<file path="src/design/qau_pkg.sv">
// Shared types, opcodes and helpers for the quaternion arithmetic unit.
// No dependencies; imported by qau_hprod and quaternion_arithmetic_unit.
package qau_pkg;

    localparam int FRAC_BITS = 28;

    typedef logic signed [31:0] q_t;     // Q4.28 component
    typedef logic signed [32:0] qw_t;    // operand after exact negation
    typedef logic signed [37:0] prod_t;  // floored product
    typedef logic signed [39:0] acc_t;   // sum of four products

    typedef enum logic [1:0] {
        OP_MUL      = 2'd0,
        OP_MUL_CONJ = 2'd1,
        OP_ADD      = 2'd2,
        OP_ROTATE   = 2'd3
    } opcode_t;

    // Data carried alongside the product pipeline
    typedef struct packed {
        opcode_t    op;
        q_t [3:0]   a;
        q_t [3:0]   res;
        logic       flag;
    } side_t;

    typedef struct packed {
        q_t   val;
        logic clip;
    } sat_t;

    // Hamilton product sign pattern: bit i of row k set means term p_i*q_(i^k)
    // is subtracted from component k.
    localparam logic [3:0] HNEG [4] = '{4'b1110, 4'b1000, 4'b0010, 4'b0100};

    function automatic sat_t sat32(input acc_t v);
        sat_t s;
        if (v > acc_t'(32'sh7fffffff)) begin
            s.val  = 32'sh7fffffff;
            s.clip = 1'b1;
        end else if (v < -acc_t'(40'sh0080000000)) begin
            s.val  = 32'sh80000000;
            s.clip = 1'b1;
        end else begin
            s.val  = v[31:0];
            s.clip = 1'b0;
        end
        return s;
    endfunction

endpackage

</file>
<file path="src/design/qau_hprod.sv">
// Two-stage Hamilton product p*q: sixteen products, then signed sums.
// Depends on qau_pkg.
module qau_hprod import qau_pkg::*; (
    input  logic  aclk,
    input  logic  aresetn,
    input  logic  in_valid,
    output logic  in_ready,
    input  qw_t   p [4],
    input  qw_t   q [4],
    input  side_t side_in,
    output logic  out_valid,
    input  logic  out_ready,
    output acc_t  r [4],
    output side_t side_out
);

    logic  va_reg, vb_reg;
    logic  ready_a, ready_b;
    prod_t prod_reg [4][4];
    side_t side_a_reg, side_b_reg;
    acc_t  r_reg [4];
    logic signed [65:0] full [4][4];
    acc_t  sum_next [4];

    assign ready_b  = !vb_reg || out_ready;
    assign ready_a  = !va_reg || ready_b;
    assign in_ready = ready_a;

    always_comb begin
        for (int i = 0; i < 4; i++) begin
            for (int j = 0; j < 4; j++) begin
                full[i][j] = p[i] * q[j];
            end
        end
    end

    // four-term signed sum per component of the products, floor-shifted when registered
    always_comb begin
        for (int k = 0; k < 4; k++) begin
            sum_next[k] = '0;
            for (int i = 0; i < 4; i++) begin
                if (HNEG[k][i]) begin
                    sum_next[k] = sum_next[k] - acc_t'(prod_reg[i][2'(i) ^ 2'(k)]);
                end else begin
                    sum_next[k] = sum_next[k] + acc_t'(prod_reg[i][2'(i) ^ 2'(k)]);
                end
            end
        end
    end

    always_ff @(posedge aclk) begin
        if (!aresetn) begin
            va_reg <= 1'b0;
            vb_reg <= 1'b0;
        end else begin
            if (ready_a) va_reg <= in_valid;
            if (ready_b) vb_reg <= va_reg;
        end
    end

    always_ff @(posedge aclk) begin
        if (ready_a && in_valid) begin
            for (int i = 0; i < 4; i++) begin
                for (int j = 0; j < 4; j++) begin
                    prod_reg[i][j] <= full[i][j][65:FRAC_BITS];
                end
            end
            side_a_reg <= side_in;
        end
        if (ready_b && va_reg) begin
            r_reg      <= sum_next;
            side_b_reg <= side_a_reg;
        end
    end

    assign out_valid = vb_reg;
    assign r         = r_reg;
    assign side_out  = side_b_reg;

endmodule

</file>
<file path="src/design/quaternion_arithmetic_unit.sv">
// Quaternion arithmetic unit top level: operand prep, two Hamilton product
// units, saturation and output register. Depends on qau_pkg and qau_hprod.
//
// Usage:
//   Input channel s_*: one request per accepted beat (s_tvalid & s_tready).
//     s_tuser carries the opcode, s_tdata the two quaternions a and b.
//   Output channel m_*: one result per request, in request order.
//     m_tdata carries r_w..r_z, m_tuser the saturated flag.
//   Opcodes: a*b, a*conj(b), a+b, and rotation a*v*conj(a) of v = b_x..b_z.
//   Order: all requests take the same path (prep, product unit, saturate,
//     product unit, output) from acceptance to m_tvalid, for every opcode,
//     so results never reorder.
//   Throughput: one request per cycle, sustained while m_tready is high, set
//     by the fully pipelined 33x33 multiplier array (sixteen per product unit).
//   Stall: each stage holds its contents while the next stage is full and
//     stalled; bubbles are squeezed out, so s_tready stays high until all
//     seven stages hold requests.
//   Reset: aresetn (synchronous, active low) clears all valid bits; data
//     registers are not reset. No state is carried between requests.
module quaternion_arithmetic_unit import qau_pkg::*; (
    input  logic         aclk,
    input  logic         aresetn,
    input  logic         s_tvalid,
    output logic         s_tready,
    input  logic [255:0] s_tdata,   // a_w, a_x, a_y, a_z, b_w, b_x, b_y, b_z (32b each)
    input  logic [1:0]   s_tuser,   // opcode
    output logic         m_tvalid,
    input  logic         m_tready,
    output logic [127:0] m_tdata,   // r_w, r_x, r_y, r_z (32b each)
    output logic         m_tuser    // saturated
);

    // ---------------- stage 0: operand prep ----------------
    q_t      in_a [4];
    q_t      in_b [4];
    opcode_t in_op;
    logic    v0_reg;
    logic    ready0;
    qw_t     p0_reg [4];
    qw_t     q0_reg [4];
    side_t   side0_reg;
    qw_t     q0_next [4];
    side_t   side0_next;
    sat_t    add_sat [4];

    logic    h1_in_ready, h1_out_valid;
    acc_t    h1_r [4];
    side_t   h1_side;
    logic    ready1;

    always_comb begin
        for (int i = 0; i < 4; i++) begin
            in_a[i] = s_tdata[32*i +: 32];
            in_b[i] = s_tdata[128 + 32*i +: 32];
        end
        in_op = opcode_t'(s_tuser);
    end

    // q operand: b, conj(b), or pure vector (0, b_x, b_y, b_z)
    always_comb begin
        for (int i = 0; i < 4; i++) begin
            q0_next[i] = qw_t'(in_b[i]);
            if (i != 0 && in_op == OP_MUL_CONJ) begin
                q0_next[i] = -qw_t'(in_b[i]);
            end
        end
        if (in_op == OP_ROTATE) q0_next[0] = '0;
    end

    // the sum needs no multiply; finish it here and carry it along
    always_comb begin
        side0_next.op   = in_op;
        side0_next.flag = 1'b0;
        for (int i = 0; i < 4; i++) begin
            add_sat[i]         = sat32(acc_t'(in_a[i]) + acc_t'(in_b[i]));
            side0_next.a[i]    = in_a[i];
            side0_next.res[i]  = add_sat[i].val;
            side0_next.flag    = side0_next.flag | add_sat[i].clip;
        end
    end

    assign ready0   = !v0_reg || h1_in_ready;
    assign s_tready = ready0;

    always_ff @(posedge aclk) begin
        if (!aresetn) begin
            v0_reg <= 1'b0;
        end else if (ready0) begin
            v0_reg <= s_tvalid;
        end
    end

    always_ff @(posedge aclk) begin
        if (ready0 && s_tvalid) begin
            for (int i = 0; i < 4; i++) begin
                p0_reg[i] <= qw_t'(in_a[i]);
            end
            q0_reg    <= q0_next;
            side0_reg <= side0_next;
        end
    end

    // ---------------- first product: a*q ----------------
    qau_hprod u_hprod_first (
        .aclk      (aclk),
        .aresetn   (aresetn),
        .in_valid  (v0_reg),
        .in_ready  (h1_in_ready),
        .p         (p0_reg),
        .q         (q0_reg),
        .side_in   (side0_reg),
        .out_valid (h1_out_valid),
        .out_ready (ready1),
        .r         (h1_r),
        .side_out  (h1_side)
    );

    // ---------------- stage 1: saturate, prep second product ----------------
    logic  v1_reg;
    qw_t   p1_reg [4];
    qw_t   q1_reg [4];
    side_t side1_reg;
    sat_t  t_sat [4];
    qw_t   p1_next [4];
    qw_t   q1_next [4];
    side_t side1_next;
    logic  t_clip;

    logic  h2_in_ready, h2_out_valid;
    acc_t  h2_r [4];
    side_t h2_side;
    logic  ready2;

    always_comb begin
        t_clip = 1'b0;
        for (int i = 0; i < 4; i++) begin
            t_sat[i]   = sat32(h1_r[i]);
            t_clip     = t_clip | t_sat[i].clip;
            p1_next[i] = qw_t'(t_sat[i].val);
            // conj(a), negated at 33 bits so the most negative value is exact
            q1_next[i] = (i == 0) ? qw_t'(h1_side.a[i]) : -qw_t'(h1_side.a[i]);
        end
        side1_next = h1_side;
        if (h1_side.op != OP_ADD) begin
            // product result is final for the two product opcodes; for
            // rotation it is the clipped intermediate t, whose clip counts
            for (int i = 0; i < 4; i++) begin
                side1_next.res[i] = t_sat[i].val;
            end
            side1_next.flag = t_clip;
        end
    end

    assign ready1 = !v1_reg || h2_in_ready;

    always_ff @(posedge aclk) begin
        if (!aresetn) begin
            v1_reg <= 1'b0;
        end else if (ready1) begin
            v1_reg <= h1_out_valid;
        end
    end

    always_ff @(posedge aclk) begin
        if (ready1 && h1_out_valid) begin
            p1_reg    <= p1_next;
            q1_reg    <= q1_next;
            side1_reg <= side1_next;
        end
    end

    // ---------------- second product: t*conj(a) ----------------
    qau_hprod u_hprod_second (
        .aclk      (aclk),
        .aresetn   (aresetn),
        .in_valid  (v1_reg),
        .in_ready  (h2_in_ready),
        .p         (p1_reg),
        .q         (q1_reg),
        .side_in   (side1_reg),
        .out_valid (h2_out_valid),
        .out_ready (ready2),
        .r         (h2_r),
        .side_out  (h2_side)
    );

    // ---------------- stage 2: final select and output register ----------------
    logic         m_valid_reg;
    logic [127:0] m_data_reg;
    logic         m_sat_reg;
    logic [127:0] m_data_next;
    logic         m_sat_next;
    sat_t         f_sat [4];

    always_comb begin
        m_sat_next = h2_side.flag;
        for (int i = 0; i < 4; i++) begin
            f_sat[i]            = sat32(h2_r[i]);
            m_data_next[32*i +: 32] = h2_side.res[i];
        end
        if (h2_side.op == OP_ROTATE) begin
            // rotation scalar is dropped; its clip does not count
            m_data_next[31:0] = '0;
            for (int i = 1; i < 4; i++) begin
                m_data_next[32*i +: 32] = f_sat[i].val;
                m_sat_next              = m_sat_next | f_sat[i].clip;
            end
        end
    end

    assign ready2 = !m_valid_reg || m_tready;

    always_ff @(posedge aclk) begin
        if (!aresetn) begin
            m_valid_reg <= 1'b0;
        end else if (ready2) begin
            m_valid_reg <= h2_out_valid;
        end
    end

    always_ff @(posedge aclk) begin
        if (ready2 && h2_out_valid) begin
            m_data_reg <= m_data_next;
            m_sat_reg  <= m_sat_next;
        end
    end

    assign m_tvalid = m_valid_reg;
    assign m_tdata  = m_data_reg;
    assign m_tuser  = m_sat_reg;

endmodule
</file>
<file path="config.mk">
export PLATFORM = sky130hd
export DESIGN_NAME = quaternion_arithmetic_unit
export DESIGN_NICKNAME = d
export VERILOG_FILES = /design/src/design/qau_pkg.sv /design/src/design/qau_hprod.sv /design/src/design/quaternion_arithmetic_unit.sv
export SDC_FILE = /design/constraint.sdc
export NUM_CORES = 1
export LEC_CHECK = 0
export BUFFER_PORTS_ARGS = -buffer_cell sky130_fd_sc_hd__buf_2
export CORE_MARGIN = 2
export CORE_UTILIZATION = 55
export CTS_BUF_LIST = sky130_fd_sc_hd__clkbuf_2 sky130_fd_sc_hd__clkbuf_4 sky130_fd_sc_hd__clkbuf_8
export CTS_CLUSTER_DIAMETER = 30
export DETAILED_ROUTE_END_ITERATION = 10
export PLACE_DENSITY = 0.73
export SLEW_MARGIN = 20
export SYNTH_ARGS = -nofsm -noshare
export SYNTH_HDL_FRONTEND = slang
export SYNTH_HIERARCHICAL = 1
export SYNTH_SLANG_ARGS = --single-unit
</file>
<file path="constraint.sdc">
create_clock -name aclk -period 29.3 [get_ports aclk]
set_input_delay 2.93 -clock aclk [delete_from_list [all_inputs] [get_ports aclk]]
set_output_delay 2.93 -clock aclk [all_outputs]
set_load 0.02 [all_outputs]
</file>
# Word level (Yosys, flattened, before mapping)
# Index checks and enable logic that the tools add are counted.
# totals
input_bits,262
output_inout_bits,131
register_bits,922
word_cells,94
# op_classes
addsub,4
eq_ne,2
mux,10
reduce_logical,21
n_bitwise,3
n_lt_le_gt_ge,8
# ops
op,n
adder 32 x 32 -> 33 bit,4
"greater-than comparator 33 x 32 -> 1 bit, second input constant",4
"< comparator 33 x 32 -> 1 bit, second input constant",4
2-to-1 mux 33 bit,4
2-to-1 mux 129 bit,1
2-to-1 mux 128 bit,1
logical AND 1 bit,7
zero test 1 bit,7
logical OR 1 bit,7
2-to-1 mux 1 bit,4
OR 1 bit,3
"equality test 2 bit, second input constant",1
"inequality test 2 bit, second input constant",1

# Logic depth before layout (Yosys ltp)
# Gate-level depths: netlist of run 1.
# depth
word_depth,9
mapped_depth,13
ltp_nobuf,13

# Modules after synthesis
# Netlist of run 1, hierarchy kept.
# modules_own_cells
mod,cells_each,seq_area_each_um2,instances,area_each_um2
quaternion_arithmetic_unit,3502,30148.9,1,46191.8
qau_hprod,688,15595.0,2,16863.7

# Least setup slack after synthesis of run 1
# OpenSTA, ideal clock, no wires.
# synth_timing
path_kind,input to register
start,in m_tready
end,reg u_hprod_first/side_a_reg[0] in the netlist's numbering (enable)
arrival_time_ns,15.952
n_path_buf,0
t_required_ns,28.335
setup_slack_ns,12.383
setup_time_ns,0.965
path_stages,5
cell_sequence,nand2b_1 -> nand3b_4 -> nand2b_1 -> nor2b_4 -> a21oi_1
# synth_via
elab_chain_cells,7
# synth_rtl
item,line,text
start: declaration,quaternion_arithmetic_unit.sv:28,"input logic m_tready,"
logical OR 1 bit,quaternion_arithmetic_unit.sv:211,assign ready2 = !m_valid_reg || m_tready;
logical OR 1 bit,qau_hprod.sv:25,assign ready_b = !vb_reg || out_ready;
logical OR 1 bit,qau_hprod.sv:26,assign ready_a = !va_reg || ready_b;
net h2_in_ready,quaternion_arithmetic_unit.sv:129,"logic h2_in_ready, h2_out_valid;"
logical OR 1 bit,quaternion_arithmetic_unit.sv:154,assign ready1 = !v1_reg || h2_in_ready;
net ready1,quaternion_arithmetic_unit.sv:49,logic ready1;
logical OR 1 bit,qau_hprod.sv:25,
logical OR 1 bit,qau_hprod.sv:26,
logical AND 1 bit,qau_hprod.sv:62,if (ready_a && in_valid) begin
end signal: assignment,qau_hprod.sv:68,side_a_reg <= side_in;
end: declaration,qau_hprod.sv:20,"side_t side_a_reg, side_b_reg;"
# The timed path passes the listed nets, and every way through them passes these cells.
# A chain may end at the register's enable or synchronous reset.

# Worst setup path after layout of run 1
# layout_timing
start,in m_tready
end,out s_tready
# layout_via
elab_chain_cells,7
# layout_rtl
item,line,text
logical OR 1 bit,quaternion_arithmetic_unit.sv:211,
net ready2,quaternion_arithmetic_unit.sv:132,logic ready2;
logical OR 1 bit,qau_hprod.sv:25,
logical OR 1 bit,qau_hprod.sv:26,
net h2_in_ready,quaternion_arithmetic_unit.sv:129,
logical OR 1 bit,quaternion_arithmetic_unit.sv:154,
net ready1,quaternion_arithmetic_unit.sv:49,
logical OR 1 bit,qau_hprod.sv:25,
logical OR 1 bit,qau_hprod.sv:26,
net h1_in_ready,quaternion_arithmetic_unit.sv:46,"logic h1_in_ready, h1_out_valid;"
logical OR 1 bit,quaternion_arithmetic_unit.sv:82,assign ready0 = !v0_reg || h1_in_ready;
end: declaration,quaternion_arithmetic_unit.sv:24,"output logic s_tready,"
# The timed path passes the listed nets, and every way through them passes these cells.

==> results of run 1 <==
-- final cells by class --
class | count | area, µm² | share of cell area
Antenna cell | 6 | 15.0 | 0.000319
Clock buffer | 180 | 2260 | 0.0482
Multi-Input combinational cell | 2032 | 12900 | 0.274
Clock inverter | 77 | 729 | 0.0155
Timing Repair Buffer | 411 | 2100 | 0.0448
Sequential cell | 922 | 27600 | 0.587
Inverter | 48 | 180 | 0.00383
Tap cell | 978 | 1220 | 0.0260
-- worst min path at each step --
stage                                  from                        endpoint  slack (ps)  cells after the start
2_1_floorplan                  side0_reg[0]     u_hprod_first/side_a_reg[0]         400                      0
3_3_place_gp                  side1_reg[44]   u_hprod_second/side_a_reg[44]         400                      0
3_5_place_dp                  side0_reg[32]    u_hprod_first/side_a_reg[32]         400                      0
4_1_cts                       side0_reg[92]    u_hprod_first/side_a_reg[92]         400                      0
5_1_grt                      side1_reg[120]  u_hprod_second/side_a_reg[120]         410                      0
6_report       u_hprod_first/side_a_reg[99]      u_hprod_first/side_out[99]         400                      0
-- routing by layer --
layer / global-route usage / share of wire
met4: 0.0516 / 0.015
met1: 0.326 / 0.51
met5: 0 / 0.00014
met3: 0.0396 / 0.055
met2: 0.276 / 0.42
-- power breakdown --
group / total, mW / switching [mW] / internal (mW)
logic: 0.316 / 0.193 / 0.123
registers: 1.57 / 0.0233 / 1.55
clock network: 1.09 / 0.482 / 0.608
-- cell usage in the layout, fill, tap and decap left out, types with 54 or more instances in the layout --
cell type and count:
a21o_1 146, a21oi_1 273, buf_2 392, clkbuf_8 146, conb_1 280, edfxtp_1 915
ha_1 128, mux2_2 124, nand2_1 198, nor2_1 168, o21ai_0 175, xnor2_1 54
-- worst max-delay path, cell delays in order --
cell and delay (ps):
buf_2 90, nand2b_1 210, nand3b_4 190, nand2b_1 220, nand3b_4 190, nand2b_1 170, buf_2 170
-- stage by stage --
step                instance area, µm²  worst slack, ps  power, mW  hold slack, ps
floorplan                        43200            18800       1.84             400
global placement                 44000            22210       1.90             402
detailed placement               44000            22200       1.91             405
CTS                              47000            22190       3.00             402
global route                     47000            22120       3.11             405
finish                           47000            22190       2.98             400
==> out/results.tsv, run 1 <==
metric	value	unit
outcome	completed	
Syn. warnings	6	
DRC viols	0	
Crit Path Class	in2out	
first-pass GRT wire length	123000	µm
Avg WL per Cell	17.0	µm
R2R setup slack	26160	ps
clk root buf	clkbuf_8	
CTS Buf Count	145	
num rows	101	
CTS tree	done	
CP startpoint	m_tready	
initial antenna violation count	6	
FILL cells	5702	
final antenna-violating net count	0	
final core utilization	0.620	
die area	0.0788	mm²
Slew @ Worst Pin	1030	ps
power per cell area	63.4	mW/mm²
die height	281	µm
Slew HR	0.310	
final non-filler cell total	4654	
die width	281	µm
Area growth, synth to finish	11.6	%
Post-Synthesis Cell Area	0.0421	mm²
setup_tns	0	ps
Gate Count Post-Synth	3122	
TritonRoute pass-1 iters	7	
Tcrit/Tclk final	0.243	
port buffer count	392	
post-DP HPWL	56700	µm
RR Startpoint	m_tvalid	
clk_skew	21.8	ps
GR Overflow Total	0	
WL final	79300	µm
Worst Reg-to-Reg Cells	7	
setup violators final	0	
Clock Pin Slew Worst Setup and Hold Paths	60	ps
IO Count	393	
LEAKAGE	18.4	nW
Post-CTS Hold Buffers	0	
RSZ-0062 raised after global routing	no	
final slew viol count	0	
Max VDD drop	0.0345	mV
postcts setup bufs	0	
gpl congestion	0.901	
syn avg cell area	13.5	µm²
top achievable clock speed	141	MHz
H-tree levels	4	
largest net degree at the start of global routing	127	
Initial Utilization	0.555	
share of layout cells above drive strength 1	0.217	
# resized after CTS	0	
HP Class	reg2reg	
GRT Total Usage	0.202	
vias in the first global route	22200	
nets@finish	3954	
Critical Path RT	26370	ps
CP Max Fanout	4	
Max Cap Violations	0	
CP arrival	4180	ps
Final min period	7110	ps
Worst setup SP type	primary input	
Clk Latency, worst-skew pair	770	ps
vias per std cell	5.12	
1st-iter DRT viols	1740	
Core ar.	0.0758	mm²
Max Buffers Root-to-Sink	3	
dpl cells	4391	
Final Hold Viols	0	
Crit. End Element	primary output	
DR vias	23800	
R2R Path End	side0_reg[80]	
Worst setup endpoint	s_tready	
CTS Sinks	922	
Note: power is estimated with default switching activity, not from simulation.
==> run 2: changes to the inputs <==
==> constraint.sdc (replaced) <==
create_clock -name aclk -period 7 [get_ports aclk]
set_input_delay 0.7 -clock aclk [delete_from_list [all_inputs] [get_ports aclk]]
set_output_delay 0.7 -clock aclk [all_outputs]
set_load 0.02 [all_outputs]
==> run 2 against run 1 <==
Net effect:
- cell area grew 0.86%
- worst setup slack worse by 19000 ps
- via count up 0.43%
- routed wire length up 2.2%
- register-to-register slack got worse by 22000 ps
- clock skew increased by 6.6 ps
- utilization up 0.53 points
==> out/results.tsv, run 2 (synthesis gave the netlist of run 1 again) <==
metric	value	unit
CP arrival	4390	ps
Critical Path RT	7590	ps
Most Crowded Layer GR	met1	
FILL cells	5696	
TritonRoute pass-1 iters	5	
clk root buf	clkbuf_8	
DRC viols	0	
met1 usage	0.328	
Hold WS	111	ps
outcome	completed	
Crit Path Class	in2reg	
Clk Latency, worst-skew pair	770	ps
post-DP HPWL	57800	µm
vias per std cell	5.12	
setup violators final	0	
GR Layer Usage met3	0.0415	
Final min period	3810	ps
first-pass GRT wire length	126000	µm
met2 Use GR	0.280	
top achievable clock speed	263	MHz
vias in the first global route	22700	
area of the multi-input gates	0.0129	mm²
Initial Utilization	0.555	
Max Cap Violations	0	
num rows	101	
1st-iter DRT viols	1612	
final slew viol count	0	
Clock Pin Slew Worst Setup and Hold Paths	60	ps
Crit. End Element	flop	
setup_tns	0	ps
port buffer count	392	
GR Overflow Total	0	
Slew HR	0.337	
most frequent cells in the layout	915 x edfxtp_1, 392 x buf_2, 280 x conb_1	
clk_skew	28.4	ps
HP Class	in2reg	
gpl congestion	0.885	
die area	0.0788	mm²
Post-CTS Hold Buffers	0	
CTS tree	done	
CP Max Fanout	26	
largest net degree at the start of global routing	132	
Setup WS post-layout	3190	ps
Worst setup SP type	primary input	
Seq. cell area	0.0276	mm²
# resized after CTS	0	
Max Buffers Root-to-Sink	3	
Area growth, synth to finish	12.6	%
Max VDD drop	0.141	mV
Tcrit/Tclk final	0.544	
initial antenna violation count	8	
final antenna-violating net count	0	
Slew @ Worst Pin	995	ps
RSZ-0062 raised after global routing	no	
WL final	81000	µm
H-tree levels	4	
Core ar.	0.0758	mm²
Place WS	2520	ps
Final Hold Viols	0	
nets@finish	3959	
power per cell area	274	mW/mm²
die height	281	µm
commonest non-fill, non-tap cell in the layout	edfxtp_1	
GRT Total Usage	0.206	
CTS Sinks	922	
Avg WL per Cell	17.3	µm
IO Count	393	
die width	281	µm
DR vias	23900	
CTS Buf Count	151	
share of layout cells above drive strength 1	0.222	
LEAKAGE	18.6	nW
postcts setup bufs	0	
run 2: cell count changes in the layout (fill, tap and decap cells not counted), moves of 3 or more:
| cell | change |
|---|---|
| clkbuf_4 | -4 |
| clkbuf_8 | +12 |
| buf_4 | -3 |
| inv_6 | -4 |
| clkinv_8 | -3 |
| clkinvlp_4 | +5 |
| bufinv_16 | +9 |
| clkinv_2 | +8 |
| clkinv_1 | -5 |
run 2: per-stage QoR:
stage | cells | utilization | instance area (µm²) | power (mW)
2_1_floorplan | 3400 | - | 43200 | 7.70
3_3_place_gp | 4390 | 0.581 | 44000 | 7.98
3_5_place_dp | 4390 | 0.581 | 44000 | 8.00
4_1_cts | 4665 | 0.625 | 47400 | 13.1
5_1_grt | 4671 | 0.625 | 47400 | 13.5
6_report | 4673 | 0.625 | 47400 | 13.0
run 2: worst paths after layout:
| path | to | slack [ps] | start | cells past startpoint |
|---|---|---|---|---|
| max | side0_reg[93] | 3190 | s_tdata[76] | 11 |
| min | side0_reg[257] | 110 | s_tuser[0] | 1 |
| max reg2reg | side1_reg[90] | 4020 | m_tvalid | 5 |
| min reg2reg | u_hprod_first/side_out[110] | 410 | u_hprod_first/side_a_reg[110] | 0 |
run 2: worst max-delay path: stages:
cell,delay [ps]
buf_2,100
ha_1,370
a21oi_1,300
o21ai_0,220
a221oi_1,390
nand2_1,90
o21ai_1,380
o21bai_1,180
a311oi_2,740
nand2_1,610
a21oi_1,310
run 2: area by class of cell:
type                            instances  share of cell area
Antenna cell                            8            0.000422
Tap cell                              978              0.0258
Clock buffer                          188              0.0506
Timing Repair Buffer                  410              0.0448
Sequential cell                       922               0.582
Multi-Input combinational cell       2032               0.272
Clock inverter                         87              0.0206
Inverter                               48             0.00380
run 2: power breakdown:
group,switching (mW),internal [mW],leakage [nW]
Sequential,0.0994,6.49,8.48
Clock,2.07,3.00,1.73
Combinational,0.821,0.518,8.39
Total,2.99,10.0,18.6
run 2: routing by layer:
metal  part of all wire  routed length [µm]
met1               0.51               40900
met2               0.42               33800
met3              0.056                4510
met4              0.022                1820
met5            0.00014                  11
